File: config.mk
export PLATFORM = sky130hd
export DESIGN_NAME = sync_length_checksum_packet_parser_core
export DESIGN_NICKNAME = d
export VERILOG_FILES = /design/src/hw/rtl/slcp_pkg.sv /design/src/hw/rtl/slcp_ram.sv /design/src/hw/rtl/slcp_stream.sv /design/src/hw/rtl/slcp_walker.sv /design/src/hw/rtl/slcp_outbuf.sv /design/src/hw/rtl/sync_length_checksum_packet_parser_core.sv
export SDC_FILE = /design/constraint.sdc
export NUM_CORES = 2
export LEC_CHECK = 0
export BUFFER_PORTS_ARGS = -buffer_cell sky130_fd_sc_hd__buf_2
export CORE_ASPECT_RATIO = 0.6
export CORE_MARGIN = 2
export CORE_UTILIZATION = 43
export DETAILED_ROUTE_END_ITERATION = 8
export PLACE_DENSITY = 0.62
export SYNTH_ARGS = -nofsm -noshare
export SYNTH_HDL_FRONTEND = slang
export SYNTH_HIERARCHICAL = 1
export SYNTH_SLANG_ARGS = --single-unit
File: constraint.sdc
create_clock -name clk_i -period 8.8 [get_ports clk_i]
set_input_delay 0.44 -clock clk_i [delete_from_list [all_inputs] [get_ports clk_i]]
set_output_delay 0.44 -clock clk_i [all_outputs]
set_load 0.05 [all_outputs]
File: src/hw/rtl/slcp_pkg.sv
`default_nettype none
// ----------------------------------------------------------------------------
// slcp_pkg
// Shared types and constants of the sync/length/checksum packet parser.
// ----------------------------------------------------------------------------
package slcp_pkg;

  localparam int unsigned BYTE_W = 8;

  // Stream framing
  localparam logic [BYTE_W-1:0] SYNC_BYTE = 8'hAA;
  localparam logic [BYTE_W-1:0] LEN_ESC   = 8'd170;

  // Row walk
  localparam logic [BYTE_W-1:0] EXT_BYTE      = 8'h55;
  localparam logic [BYTE_W-1:0] LONG_CODE_MIN = 8'h80;

  // Raw word pairing
  localparam logic [BYTE_W-1:0] RAW_MASK = 8'hC0;
  localparam logic [BYTE_W-1:0] RAW_HI   = 8'h80;
  localparam logic [BYTE_W-1:0] RAW_LO   = 8'h40;
  localparam logic [BYTE_W-1:0] RAW_CODE = 8'd128;
  localparam logic [BYTE_W-1:0] RAW_LEN  = 8'd2;

  // Request kinds
  localparam logic REQ_STREAM = 1'b0;
  localparam logic REQ_PULL   = 1'b1;

  typedef enum logic [2:0] {
    ST_TAKEN    = 3'd0,
    ST_GOOD     = 3'd1,
    ST_CSUM_BAD = 3'd2,
    ST_LEN_BIG  = 3'd3,
    ST_LEN_ESC  = 3'd4,
    ST_RAW      = 3'd5,
    ST_ROW      = 3'd6,
    ST_NONE     = 3'd7
  } status_e;

  typedef struct packed {
    status_e           status;
    logic [BYTE_W-1:0] ext_level;
    logic [BYTE_W-1:0] row_code;
    logic [BYTE_W-1:0] row_length;
    logic [BYTE_W-1:0] byte_index;
    logic [BYTE_W-1:0] value_byte;
    logic              last_in_row;
    logic              last_in_packet;
    logic [15:0]       raw_word;
  } res_t;

  // Packet events from the stream parser to the row walker
  typedef struct packed {
    logic clr_ready;
    logic pkt_good;
  } ev_t;

endpackage
`default_nettype wire

File: src/hw/rtl/slcp_ram.sv
`default_nettype none
// ----------------------------------------------------------------------------
// slcp_ram
// Generic single-port-write, single-port-read RAM with registered read data.
// ----------------------------------------------------------------------------
module slcp_ram #(
  parameter int unsigned WIDTH = 8,
  parameter int unsigned DEPTH = 256,
  localparam int unsigned AW = $clog2(DEPTH)
) (
  input  wire logic             clk_i,
  input  wire logic             we_i,
  input  wire logic [AW-1:0]    waddr_i,
  input  wire logic [WIDTH-1:0] wdata_i,
  input  wire logic [AW-1:0]    raddr_i,
  output logic      [WIDTH-1:0] rdata_o
);

  logic [WIDTH-1:0] mem [DEPTH];
  logic [WIDTH-1:0] rdata_q;

  always_ff @(posedge clk_i) begin
    if (we_i) begin
      mem[waddr_i] <= wdata_i;
    end
    rdata_q <= mem[raddr_i];
  end

  assign rdata_o = rdata_q;

endmodule
`default_nettype wire

File: src/hw/rtl/slcp_stream.sv
`default_nettype none
// ----------------------------------------------------------------------------
// slcp_stream
// Stream byte parser: sync/length/checksum framing, payload store writes and
// raw word pairing. One stream byte per cycle.
// ----------------------------------------------------------------------------
module slcp_stream #(
  parameter int unsigned PAYLOAD_DEPTH = 256,
  localparam int unsigned AW = $clog2(PAYLOAD_DEPTH)
) (
  input  wire logic                         clk_i,
  input  wire logic                         rst_ni,
  input  wire logic                         acc_i,
  input  wire logic [slcp_pkg::BYTE_W-1:0]  byte_i,
  input  wire logic                         cfg_we_i,
  input  wire logic                         cfg_wdata_i,
  output logic                              mem_we_o,
  output logic      [AW-1:0]                mem_waddr_o,
  output logic      [slcp_pkg::BYTE_W-1:0]  mem_wdata_o,
  output logic      [slcp_pkg::BYTE_W-1:0]  dlen_o,
  output slcp_pkg::ev_t                     ev_o,
  output logic                              done_o,
  output slcp_pkg::res_t                    res_o
);

  localparam logic [2:0] PH_SYNC1   = 3'd0;
  localparam logic [2:0] PH_SYNC2   = 3'd1;
  localparam logic [2:0] PH_LEN     = 3'd2;
  localparam logic [2:0] PH_PAYLOAD = 3'd3;
  localparam logic [2:0] PH_CHECK   = 3'd4;
  localparam logic [2:0] PH_HIGH    = 3'd5;
  localparam logic [2:0] PH_LOW     = 3'd6;

  localparam int unsigned CW = slcp_pkg::BYTE_W;

  logic          mode_q, mode_d;
  logic [2:0]    phase_q, phase_d;
  logic [CW-1:0] prev_q, prev_d;
  logic [CW-1:0] dlen_q, dlen_d;
  logic [CW-1:0] rcnt_q, rcnt_d;
  logic [CW-1:0] sum_q, sum_d;
  logic [CW-1:0] rcnt_inc;
  logic          in_range;

  assign rcnt_inc = rcnt_q + 8'd1;
  assign in_range = {1'b0, rcnt_q} < (CW+1)'(PAYLOAD_DEPTH);

  always_comb begin
    mode_d   = mode_q;
    phase_d  = phase_q;
    prev_d   = prev_q;
    dlen_d   = dlen_q;
    rcnt_d   = rcnt_q;
    sum_d    = sum_q;
    mem_we_o = 1'b0;
    ev_o     = '0;
    res_o    = '0;
    res_o.status = slcp_pkg::ST_TAKEN;

    if (acc_i) begin
      prev_d = byte_i;
      case (phase_q)
        PH_SYNC1: begin
          if (byte_i == slcp_pkg::SYNC_BYTE) begin
            phase_d = PH_SYNC2;
          end
        end
        PH_SYNC2: begin
          phase_d = (byte_i == slcp_pkg::SYNC_BYTE) ? PH_LEN : PH_SYNC1;
        end
        PH_LEN: begin
          dlen_d = byte_i;
          if (byte_i > slcp_pkg::LEN_ESC) begin
            phase_d      = PH_SYNC1;
            res_o.status = slcp_pkg::ST_LEN_BIG;
          end else if (byte_i == slcp_pkg::LEN_ESC) begin
            // stay: next byte is another length
            res_o.status = slcp_pkg::ST_LEN_ESC;
          end else begin
            rcnt_d         = '0;
            sum_d          = '0;
            ev_o.clr_ready = 1'b1;
            phase_d        = PH_PAYLOAD;
          end
        end
        PH_PAYLOAD: begin
          mem_we_o = in_range;
          rcnt_d   = rcnt_inc;
          sum_d    = sum_q + byte_i;
          if (rcnt_inc >= dlen_q) begin
            phase_d = PH_CHECK;
          end
        end
        PH_CHECK: begin
          phase_d = PH_SYNC1;
          if (byte_i != ~sum_q) begin
            res_o.status = slcp_pkg::ST_CSUM_BAD;
          end else begin
            res_o.status  = slcp_pkg::ST_GOOD;
            ev_o.pkt_good = 1'b1;
          end
        end
        PH_HIGH: begin
          if ((byte_i & slcp_pkg::RAW_MASK) == slcp_pkg::RAW_HI) begin
            phase_d = PH_LOW;
          end
        end
        PH_LOW: begin
          if ((byte_i & slcp_pkg::RAW_MASK) == slcp_pkg::RAW_LO) begin
            res_o.status     = slcp_pkg::ST_RAW;
            res_o.row_code   = slcp_pkg::RAW_CODE;
            res_o.row_length = slcp_pkg::RAW_LEN;
            res_o.raw_word   = {prev_q, byte_i};
          end
          phase_d = PH_HIGH;
        end
        default: begin
          phase_d = mode_q ? PH_HIGH : PH_SYNC1;
        end
      endcase
    end

    // mode write restarts parsing in the start phase of the new mode
    if (cfg_we_i) begin
      mode_d  = cfg_wdata_i;
      phase_d = cfg_wdata_i ? PH_HIGH : PH_SYNC1;
      prev_d  = '0;
      dlen_d  = '0;
      rcnt_d  = '0;
      sum_d   = '0;
    end
  end

  always_ff @(posedge clk_i or negedge rst_ni) begin
    if (!rst_ni) begin
      mode_q  <= 1'b0;
      phase_q <= PH_SYNC1;
      prev_q  <= '0;
      dlen_q  <= '0;
      rcnt_q  <= '0;
      sum_q   <= '0;
    end else begin
      mode_q  <= mode_d;
      phase_q <= phase_d;
      prev_q  <= prev_d;
      dlen_q  <= dlen_d;
      rcnt_q  <= rcnt_d;
      sum_q   <= sum_d;
    end
  end

  assign mem_waddr_o = AW'(rcnt_q);
  assign mem_wdata_o = byte_i;
  assign dlen_o      = dlen_q;
  assign done_o      = acc_i;

endmodule
`default_nettype wire

File: src/hw/rtl/slcp_walker.sv
`default_nettype none
// ----------------------------------------------------------------------------
// slcp_walker
// Row walker: serves pulls by stepping through the stored payload one RAM
// read at a time, tracking extended level, row code, length and offset.
// ----------------------------------------------------------------------------
module slcp_walker #(
  parameter int unsigned PAYLOAD_DEPTH = 256,
  localparam int unsigned AW = $clog2(PAYLOAD_DEPTH)
) (
  input  wire logic                         clk_i,
  input  wire logic                         rst_ni,
  input  wire logic                         start_i,
  input  wire logic                         restart_i,
  input  wire slcp_pkg::ev_t                ev_i,
  input  wire logic [slcp_pkg::BYTE_W-1:0]  lim_i,
  output logic      [AW-1:0]                raddr_o,
  input  wire logic [slcp_pkg::BYTE_W-1:0]  rdata_i,
  output logic                              busy_o,
  output logic                              done_o,
  output slcp_pkg::res_t                    res_o
);

  localparam int unsigned CW = slcp_pkg::BYTE_W;

  localparam logic [3:0] W_IDLE  = 4'd0;
  localparam logic [3:0] W_START = 4'd1;
  localparam logic [3:0] W_SCAN  = 4'd2;
  localparam logic [3:0] W_CODE  = 4'd3;
  localparam logic [3:0] W_LRD   = 4'd4;
  localparam logic [3:0] W_LDAT  = 4'd5;
  localparam logic [3:0] W_ROW   = 4'd6;
  localparam logic [3:0] W_VRD   = 4'd7;
  localparam logic [3:0] W_VDAT  = 4'd8;

  logic [3:0]    state_q, state_d;
  logic          look_q, look_d;    // lookahead for end of packet
  logic          ready_q, ready_d;
  logic          inr_q;

  // working walker
  logic [CW-1:0] wpos_q, wpos_d, wlev_q, wlev_d, wcode_q, wcode_d;
  logic [CW-1:0] wlen_q, wlen_d, woff_q, woff_d;
  // committed walker
  logic [CW-1:0] cpos_q, cpos_d, clev_q, clev_d, ccode_q, ccode_d;
  logic [CW-1:0] clen_q, clen_d, coff_q, coff_d;
  // value byte held across the lookahead
  logic [CW-1:0] idx_q, idx_d, val_q, val_d;

  logic [CW-1:0] rd;
  logic [CW-1:0] pos_inc, off_inc, rem, skip;
  logic          fail, found, last_row;

  assign rd      = inr_q ? rdata_i : '0;
  assign pos_inc = wpos_q + 8'd1;
  assign off_inc = woff_q + 8'd1;
  assign rem     = lim_i - wpos_q;
  assign skip    = (wlen_q < rem) ? wlen_q : rem;
  assign last_row = !((off_inc < wlen_q) && (pos_inc < lim_i));

  always_comb begin
    state_d = state_q;
    look_d  = look_q;
    ready_d = ready_q;
    wpos_d  = wpos_q;
    wlev_d  = wlev_q;
    wcode_d = wcode_q;
    wlen_d  = wlen_q;
    woff_d  = woff_q;
    cpos_d  = cpos_q;
    clev_d  = clev_q;
    ccode_d = ccode_q;
    clen_d  = clen_q;
    coff_d  = coff_q;
    idx_d   = idx_q;
    val_d   = val_q;
    fail    = 1'b0;
    found   = 1'b0;
    done_o  = 1'b0;
    res_o   = '0;
    res_o.status = slcp_pkg::ST_NONE;

    case (state_q)
      W_IDLE: begin
        if (start_i) begin
          wpos_d  = cpos_q;
          wlev_d  = clev_q;
          wcode_d = ccode_q;
          wlen_d  = clen_q;
          woff_d  = coff_q;
          look_d  = 1'b0;
          state_d = W_START;
        end
      end
      W_START: begin
        if (!ready_q) begin
          done_o  = 1'b1;
          state_d = W_IDLE;
        end else if ((woff_q < wlen_q) && (wpos_q < lim_i)) begin
          state_d = W_VRD;
        end else begin
          state_d = W_SCAN;
        end
      end
      W_SCAN: begin
        if (wpos_q >= lim_i) begin
          fail = 1'b1;
        end else begin
          state_d = W_CODE;
        end
      end
      W_CODE: begin
        wpos_d = pos_inc;
        if (rd == slcp_pkg::EXT_BYTE) begin
          if (wlev_q != '1) begin
            wlev_d = wlev_q + 8'd1;
          end
          state_d = W_SCAN;
        end else begin
          wcode_d = rd;
          woff_d  = '0;
          if (rd >= slcp_pkg::LONG_CODE_MIN) begin
            if (pos_inc >= lim_i) begin
              wlen_d = '0;
              fail   = 1'b1;
            end else begin
              state_d = W_LRD;
            end
          end else begin
            wlen_d  = 8'd1;
            state_d = W_ROW;
          end
        end
      end
      W_LRD: begin
        state_d = W_LDAT;
      end
      W_LDAT: begin
        wlen_d  = rd;
        wpos_d  = pos_inc;
        state_d = W_ROW;
      end
      W_ROW: begin
        if ((wlen_q != '0) && (wpos_q < lim_i)) begin
          found = 1'b1;
        end else begin
          // empty or clipped row: jump over its value bytes
          wpos_d  = wpos_q + skip;
          state_d = W_SCAN;
        end
      end
      W_VRD: begin
        state_d = W_VDAT;
      end
      W_VDAT: begin
        wpos_d  = pos_inc;
        woff_d  = off_inc;
        cpos_d  = pos_inc;
        clev_d  = wlev_q;
        ccode_d = wcode_q;
        clen_d  = wlen_q;
        coff_d  = off_inc;
        idx_d   = woff_q;
        val_d   = rd;
        if (!last_row) begin
          done_o           = 1'b1;
          res_o.status     = slcp_pkg::ST_ROW;
          res_o.ext_level  = wlev_q;
          res_o.row_code   = wcode_q;
          res_o.row_length = wlen_q;
          res_o.byte_index = woff_q;
          res_o.value_byte = rd;
          state_d          = W_IDLE;
        end else begin
          look_d  = 1'b1;
          state_d = W_SCAN;
        end
      end
      default: begin
        state_d = W_IDLE;
      end
    endcase

    if (found) begin
      if (!look_q) begin
        state_d = W_VRD;
      end else begin
        done_o           = 1'b1;
        res_o.status     = slcp_pkg::ST_ROW;
        res_o.ext_level  = clev_q;
        res_o.row_code   = ccode_q;
        res_o.row_length = clen_q;
        res_o.byte_index = idx_q;
        res_o.value_byte = val_q;
        res_o.last_in_row = 1'b1;
        state_d          = W_IDLE;
      end
    end

    if (fail) begin
      ready_d = 1'b0;
      done_o  = 1'b1;
      state_d = W_IDLE;
      if (look_q) begin
        res_o.status         = slcp_pkg::ST_ROW;
        res_o.ext_level      = clev_q;
        res_o.row_code       = ccode_q;
        res_o.row_length     = clen_q;
        res_o.byte_index     = idx_q;
        res_o.value_byte     = val_q;
        res_o.last_in_row    = 1'b1;
        res_o.last_in_packet = 1'b1;
      end
    end

    if (restart_i || ev_i.pkt_good) begin
      ready_d = ev_i.pkt_good && !restart_i;
      cpos_d  = '0;
      clev_d  = '0;
      ccode_d = '0;
      clen_d  = '0;
      coff_d  = '0;
      state_d = W_IDLE;
    end else if (ev_i.clr_ready) begin
      ready_d = 1'b0;
    end
  end

  always_ff @(posedge clk_i or negedge rst_ni) begin
    if (!rst_ni) begin
      state_q <= W_IDLE;
      look_q  <= 1'b0;
      ready_q <= 1'b0;
      cpos_q  <= '0;
      clev_q  <= '0;
      ccode_q <= '0;
      clen_q  <= '0;
      coff_q  <= '0;
    end else begin
      state_q <= state_d;
      look_q  <= look_d;
      ready_q <= ready_d;
      cpos_q  <= cpos_d;
      clev_q  <= clev_d;
      ccode_q <= ccode_d;
      clen_q  <= clen_d;
      coff_q  <= coff_d;
    end
  end

  always_ff @(posedge clk_i) begin
    wpos_q  <= wpos_d;
    wlev_q  <= wlev_d;
    wcode_q <= wcode_d;
    wlen_q  <= wlen_d;
    woff_q  <= woff_d;
    idx_q   <= idx_d;
    val_q   <= val_d;
    // positions past the store read as zero
    inr_q   <= {1'b0, wpos_q} < (CW+1)'(PAYLOAD_DEPTH);
  end

  assign raddr_o = AW'(wpos_q);
  assign busy_o  = (state_q != W_IDLE);

  a_start_idle : assert property (@(posedge clk_i) disable iff (!rst_ni)
    start_i |-> state_q == W_IDLE)
    else $error("pull started while walker busy");

  a_val_in_row : assert property (@(posedge clk_i) disable iff (!rst_ni)
    state_q == W_VDAT |-> (woff_q < wlen_q) && (wpos_q < lim_i))
    else $error("value byte read outside its row");

endmodule
`default_nettype wire

File: src/hw/rtl/slcp_outbuf.sv
`default_nettype none
// ----------------------------------------------------------------------------
// slcp_outbuf
// Result output register with one skid entry behind it.
// ----------------------------------------------------------------------------
module slcp_outbuf (
  input  wire logic            clk_i,
  input  wire logic            rst_ni,
  input  wire logic            valid_i,
  input  wire slcp_pkg::res_t  res_i,
  output logic                 out_valid_o,
  input  wire logic            out_stall_i,
  output slcp_pkg::res_t       res_o,
  output logic                 full_o
);

  logic           out_v_q, out_v_d;
  logic           skid_v_q, skid_v_d;
  slcp_pkg::res_t out_q, out_d;
  slcp_pkg::res_t skid_q, skid_d;
  logic           free;

  assign free = !out_v_q || !out_stall_i;

  always_comb begin
    out_v_d  = out_v_q;
    skid_v_d = skid_v_q;
    out_d    = out_q;
    skid_d   = skid_q;
    if (free) begin
      if (skid_v_q) begin
        // advance skid entry, keep order
        out_d    = skid_q;
        out_v_d  = 1'b1;
        skid_v_d = valid_i;
        if (valid_i) begin
          skid_d = res_i;
        end
      end else begin
        out_v_d = valid_i;
        if (valid_i) begin
          out_d = res_i;
        end
      end
    end else if (valid_i) begin
      skid_d   = res_i;
      skid_v_d = 1'b1;
    end
  end

  always_ff @(posedge clk_i or negedge rst_ni) begin
    if (!rst_ni) begin
      out_v_q  <= 1'b0;
      skid_v_q <= 1'b0;
    end else begin
      out_v_q  <= out_v_d;
      skid_v_q <= skid_v_d;
    end
  end

  always_ff @(posedge clk_i) begin
    out_q  <= out_d;
    skid_q <= skid_d;
  end

  assign out_valid_o = out_v_q;
  assign res_o       = out_q;
  assign full_o      = skid_v_q;

  a_skid_behind_out : assert property (@(posedge clk_i) disable iff (!rst_ni)
    skid_v_q |-> out_v_q)
    else $error("skid entry held with empty output register");

  a_no_overrun : assert property (@(posedge clk_i) disable iff (!rst_ni)
    valid_i |-> !(skid_v_q && out_v_q && out_stall_i))
    else $error("result produced with no room to hold it");

endmodule
`default_nettype wire

File: src/hw/rtl/sync_length_checksum_packet_parser_core.sv
`default_nettype none
// ----------------------------------------------------------------------------
// sync_length_checksum_packet_parser_core
// Parser for a sync/length/checksum byte stream with pull-based row readout.
// ----------------------------------------------------------------------------
// Input channel (in_valid_i / in_stall_o): req_type_i 0 carries a stream byte
// in data_byte_i, req_type_i 1 pulls the next value byte of a good packet.
// Output channel (out_valid_o / out_stall_i): exactly one result transaction
// per input transaction, in order.
// A stream byte's result is registered in the output register or, behind a
// held result, in the skid entry, and the next transaction may enter without
// waiting for it. A pull walks the payload RAM through its single read port,
// stepping over 0x55 bytes and over rows with short and long codes, with a
// lookahead at the end of each row that finds last_in_packet; in_stall_o
// stays high while the walk runs.
// The output register has one skid entry behind it, so a transaction is
// taken while one result waits; with both full, in_stall_o rises until the
// receiver drops out_stall_i.
// cfg_we_i writes parser_mode and restarts parsing in that mode.
// Reset selects packet mode, waits for the first sync and marks no packet
// ready; the payload RAM is not cleared.
// ----------------------------------------------------------------------------
module sync_length_checksum_packet_parser_core #(
  parameter int unsigned PAYLOAD_DEPTH = 256
) (
  input  wire logic       clk_i,
  input  wire logic       rst_ni,
  input  wire logic       cfg_we_i,
  input  wire logic       cfg_wdata_i,
  input  wire logic       in_valid_i,
  output logic            in_stall_o,
  input  wire logic       req_type_i,
  input  wire logic [7:0] data_byte_i,
  output logic            out_valid_o,
  input  wire logic       out_stall_i,
  output logic [2:0]      status_o,
  output logic [7:0]      ext_level_o,
  output logic [7:0]      row_code_o,
  output logic [7:0]      row_length_o,
  output logic [7:0]      byte_index_o,
  output logic [7:0]      value_byte_o,
  output logic            last_in_row_o,
  output logic            last_in_packet_o,
  output logic [15:0]     raw_word_o
);

  localparam int unsigned AW = $clog2(PAYLOAD_DEPTH);

  logic                          acc, s_acc, w_start;
  logic                          mem_we;
  logic [AW-1:0]                 mem_waddr, mem_raddr;
  logic [slcp_pkg::BYTE_W-1:0]   mem_wdata, mem_rdata, dlen;
  slcp_pkg::ev_t                 ev;
  logic                          s_done, w_done, w_busy, prod, ob_full;
  slcp_pkg::res_t                s_res, w_res, res, out_res;

  assign in_stall_o = w_busy || ob_full;
  assign acc        = in_valid_i && !in_stall_o;
  assign s_acc      = acc && (req_type_i == slcp_pkg::REQ_STREAM);
  assign w_start    = acc && (req_type_i == slcp_pkg::REQ_PULL);

  slcp_stream #(
    .PAYLOAD_DEPTH(PAYLOAD_DEPTH)
  ) u_stream (
    .clk_i       (clk_i),
    .rst_ni      (rst_ni),
    .acc_i       (s_acc),
    .byte_i      (data_byte_i),
    .cfg_we_i    (cfg_we_i),
    .cfg_wdata_i (cfg_wdata_i),
    .mem_we_o    (mem_we),
    .mem_waddr_o (mem_waddr),
    .mem_wdata_o (mem_wdata),
    .dlen_o      (dlen),
    .ev_o        (ev),
    .done_o      (s_done),
    .res_o       (s_res)
  );

  slcp_ram #(
    .WIDTH(slcp_pkg::BYTE_W),
    .DEPTH(PAYLOAD_DEPTH)
  ) u_payload_ram (
    .clk_i   (clk_i),
    .we_i    (mem_we),
    .waddr_i (mem_waddr),
    .wdata_i (mem_wdata),
    .raddr_i (mem_raddr),
    .rdata_o (mem_rdata)
  );

  slcp_walker #(
    .PAYLOAD_DEPTH(PAYLOAD_DEPTH)
  ) u_walker (
    .clk_i     (clk_i),
    .rst_ni    (rst_ni),
    .start_i   (w_start),
    .restart_i (cfg_we_i),
    .ev_i      (ev),
    .lim_i     (dlen),
    .raddr_o   (mem_raddr),
    .rdata_i   (mem_rdata),
    .busy_o    (w_busy),
    .done_o    (w_done),
    .res_o     (w_res)
  );

  assign prod = s_done || w_done;
  assign res  = w_done ? w_res : s_res;

  slcp_outbuf u_outbuf (
    .clk_i       (clk_i),
    .rst_ni      (rst_ni),
    .valid_i     (prod),
    .res_i       (res),
    .out_valid_o (out_valid_o),
    .out_stall_i (out_stall_i),
    .res_o       (out_res),
    .full_o      (ob_full)
  );

  assign status_o         = out_res.status;
  assign ext_level_o      = out_res.ext_level;
  assign row_code_o       = out_res.row_code;
  assign row_length_o     = out_res.row_length;
  assign byte_index_o     = out_res.byte_index;
  assign value_byte_o     = out_res.value_byte;
  assign last_in_row_o    = out_res.last_in_row;
  assign last_in_packet_o = out_res.last_in_packet;
  assign raw_word_o       = out_res.raw_word;

  a_stream_result : assert property (@(posedge clk_i) disable iff (!rst_ni)
    s_acc |-> prod && !w_done)
    else $error("stream byte accepted without a result in the same cycle");

endmodule
`default_nettype wire

==> metrics <==
status completed; Final ANT Viol Nets 0; register area about 69000 sq um; skew final 0.0485 ns; PwrDens ~220 nW/um^2; GRT Util Overall between 20% and 30%; max_slew headroom between 10% and 20%; first-pass GRT wire length 355 mm; CTS tree built; row count approximately 130; CTS Buf Count between 200 and 250; Hold Path Class input pin to flop; Max Slew Vio Count 0; setup bufs post-CTS 0; initial antenna violation count 8; Max Fclk between 150 and 200 MHz; CTS max path bufs 4; final wirelength roughly 250 mm; vias in the first global route a little under 50000; Post-synth EDFFs 2226; IO buf count a little under 80; hpwl dp ~150 mm; largest net degree at the start of global routing 132; Most flops, register u_payload_ram/mem; clock sinks about 2300; Async SR Flop Fraction about 3.6%; root buf cell clkbuf_16; Mean Syn Cell Area 18.8 sq um; grt total ovfl 0; io pins around 80; Placer Congestion around 0.9; Initial Util approximately 43%; initial DRC count between 7000 and 8000; CP startpoint u_walker/raddr_o[5]; worst r2r src u_walker/raddr_o[5]; total number of vias around 50000; DRC viols 0; Fin Setup TNS 0 ns; max reg flops 2048; Core Area approximately 220000 sq um; hold_sp data_byte_i[6]; reg-to-reg slack, setup 2.95 ns; FF+latch count, synth ~2300; Setup crit end kind flop; CP Class flop to flop; Max Cap Viol 0; Final min period between 5 and 6 ns; clk_lat worst skew between 0.8 and 0.9 ns; register area share after synthesis 72.9%; die area 224000 sq um; Final Hold Fails 0; synthesis-to-finish area growth 10.2%; crit share post-route 66.5%; Die Ht 368 microns; layout cells sized above 1 between 20% and 30%; Multi-input gate area 23400 sq um; final setup fails 0; unrepaired setup endpoints after global routing no; Leakage 33.4 nW; worst slew pin tran about 1.3 ns; Peak VDD IR roughly 0.21 mV; post-synthesis cell count approximately 5000; Reg clk slew, reported paths 0.07 ns; routed vias/inst between 6 and 7; Worst Path Arrival 6.43 ns; post-DR wirelength/cell 30.2 microns; Crit Path Max Fanout 27; first-pass iteration count of the detailed router 8; htree depth 4; Synth area leaders edfxtp_1 (71%), mux4_2 (11%), dfrtp_1 (2.2%); Startpoint Class flop; cell taking the most area after synthesis edfxtp_1; Crit path required time between 9 and 10 ns; Cell variety after synth 97; top_reg_cell synth edfxtp_1; Netlist Area Pre-Place 94800 sq um; Die Span X roughly 600 microns; nets@finish around 5200; power consumption between 20 and 25 mW; Filler cells 18000; Ys Warns 6; share of the synthesized area in the top cell type a little over two thirds
## logic make-up after synthesis
group	share of synthesized area, %
AO/OA/AOI/OAI	4.73
multiplexers	14.3
XOR/XNOR	0.370
AND/OR/NAND/NOR	4.02
other	0.0119
buffers and inverters	2.73
flip-flops	72.9
adder cells (fa/ha/maj)	0.907
## synthesized netlist by cell type (12+ instances only)
cell type     n
o221ai_1     51
nand2b_1     20
buf_8        13
xor2_1       18
inv_1        54
buf_1        24
buf_6        33
a221oi_1     15
nor2b_1      43
o22ai_1      30
dfrtp_1      84
mux2i_1     143
a211oi_1     26
nand2_1     190
a22oi_1     138
o21ai_0      46
clkbuf_1    143
o21a_1       12
a21o_1       14
xnor2_1      22
mux2_4      117
nor4_1       27
a22o_1       52
a21oi_1     163
nand4_1      16
buf_12       14
buf_4        96
buf_2        37
and3_1       23
edfxtp_1   2226
ha_1         63
and2_1       13
nor2_1      354
nand3_1      55
mux4_2      454
nor3_1       43
## routing by layer
| metal | global-route usage, % | routed length (microns) |
|---|---|---|
| met5 | 0 | 0 |
| met4 | 3.76 | 3700 |
| met3 | 6.96 | 32500 |
| met2 | 28.9 | 100000 |
| met1 | 35.0 | 110000 |
## cell usage in the layout, fill, tap and decap left out, types with 59 or more instances in the layout
cell type,instances
mux2i_1,143
ha_1,63
conb_1,59
edfxtp_1,2226
dfrtp_1,83
mux2_4,117
a22oi_1,138
buf_4,94
a21oi_1,163
nand2_1,189
nor2_1,349
buf_2,69
mux4_2,454
clkbuf_16,209
## layout make-up
cell class	count	share of cell area (%)
clock inverter	107	1.15
sequential	2318	66.2
clock buffer	258	5.29
inverter	56	0.201
antenna	1	0.00240
multi-input combinational	2357	22.4
timing repair buffer	183	1.31
tap	2902	3.48
## metrics by stage
step                worst slack [ns]  cells  cell area [sq um]  hold WS, ns  util (%)
floorplan                       2.86   5091              95000        0.144         -
global placement                3.21   7811              97700        0.463      44.6
detailed placement              3.13   7812              97700        0.478      44.6
CTS                             3.09   8180             104000       0.0228      47.7
global route                    2.61   8181             104000       0.0654      47.7
finish                          2.95   8182             104000       0.0676      47.7
## report_power, final
part           leakage (nW)  switching [mW]  internal [mW]
sequential             21.3           0.109           12.3
clock                  3.28            4.04           5.18
combinational          8.77            1.26          0.642
total                  33.4            5.41           18.1
## timing repair
item                                   CTS  global route
hold buffers                             3             0
endpoints found under the hold margin   64             0
gates resized for setup                  0             0
## worst paths after layout
check / to / depth (start not counted)
worst min register to register: u_stream/sum_q[0] / 2
worst min-delay path: u_stream/dlen_o[6] / 3
worst max-delay path: u_walker/raddr_o[7] / 21
max in group asynchronous: u_walker/clen_q[6] / 3
min in group asynchronous: u_outbuf/out_valid_o / 2
worst max register to register: u_walker/raddr_o[7] / 21
## critical path, stage by stage, from the launching register on
cell      delay (ns)
edfxtp_1        0.34
buf_4           0.46
inv_1           0.23
ha_1            0.33
a211oi_1        0.26
nor2_1          0.11
or4_1           0.44
nand2_1         0.12
ha_1            0.24
a21oi_1         0.15
o21ai_0         0.15
a21oi_1         0.67
nor2_1          0.09
a21o_1          0.21
ha_1            0.28
a21o_1          0.18
a21oi_1         0.22
nor2b_1         0.08
o21a_1          0.19
o41ai_1         0.51
xnor2_1         0.19
o221ai_1        0.13
Note: power is estimated with default switching activity, not from simulation.
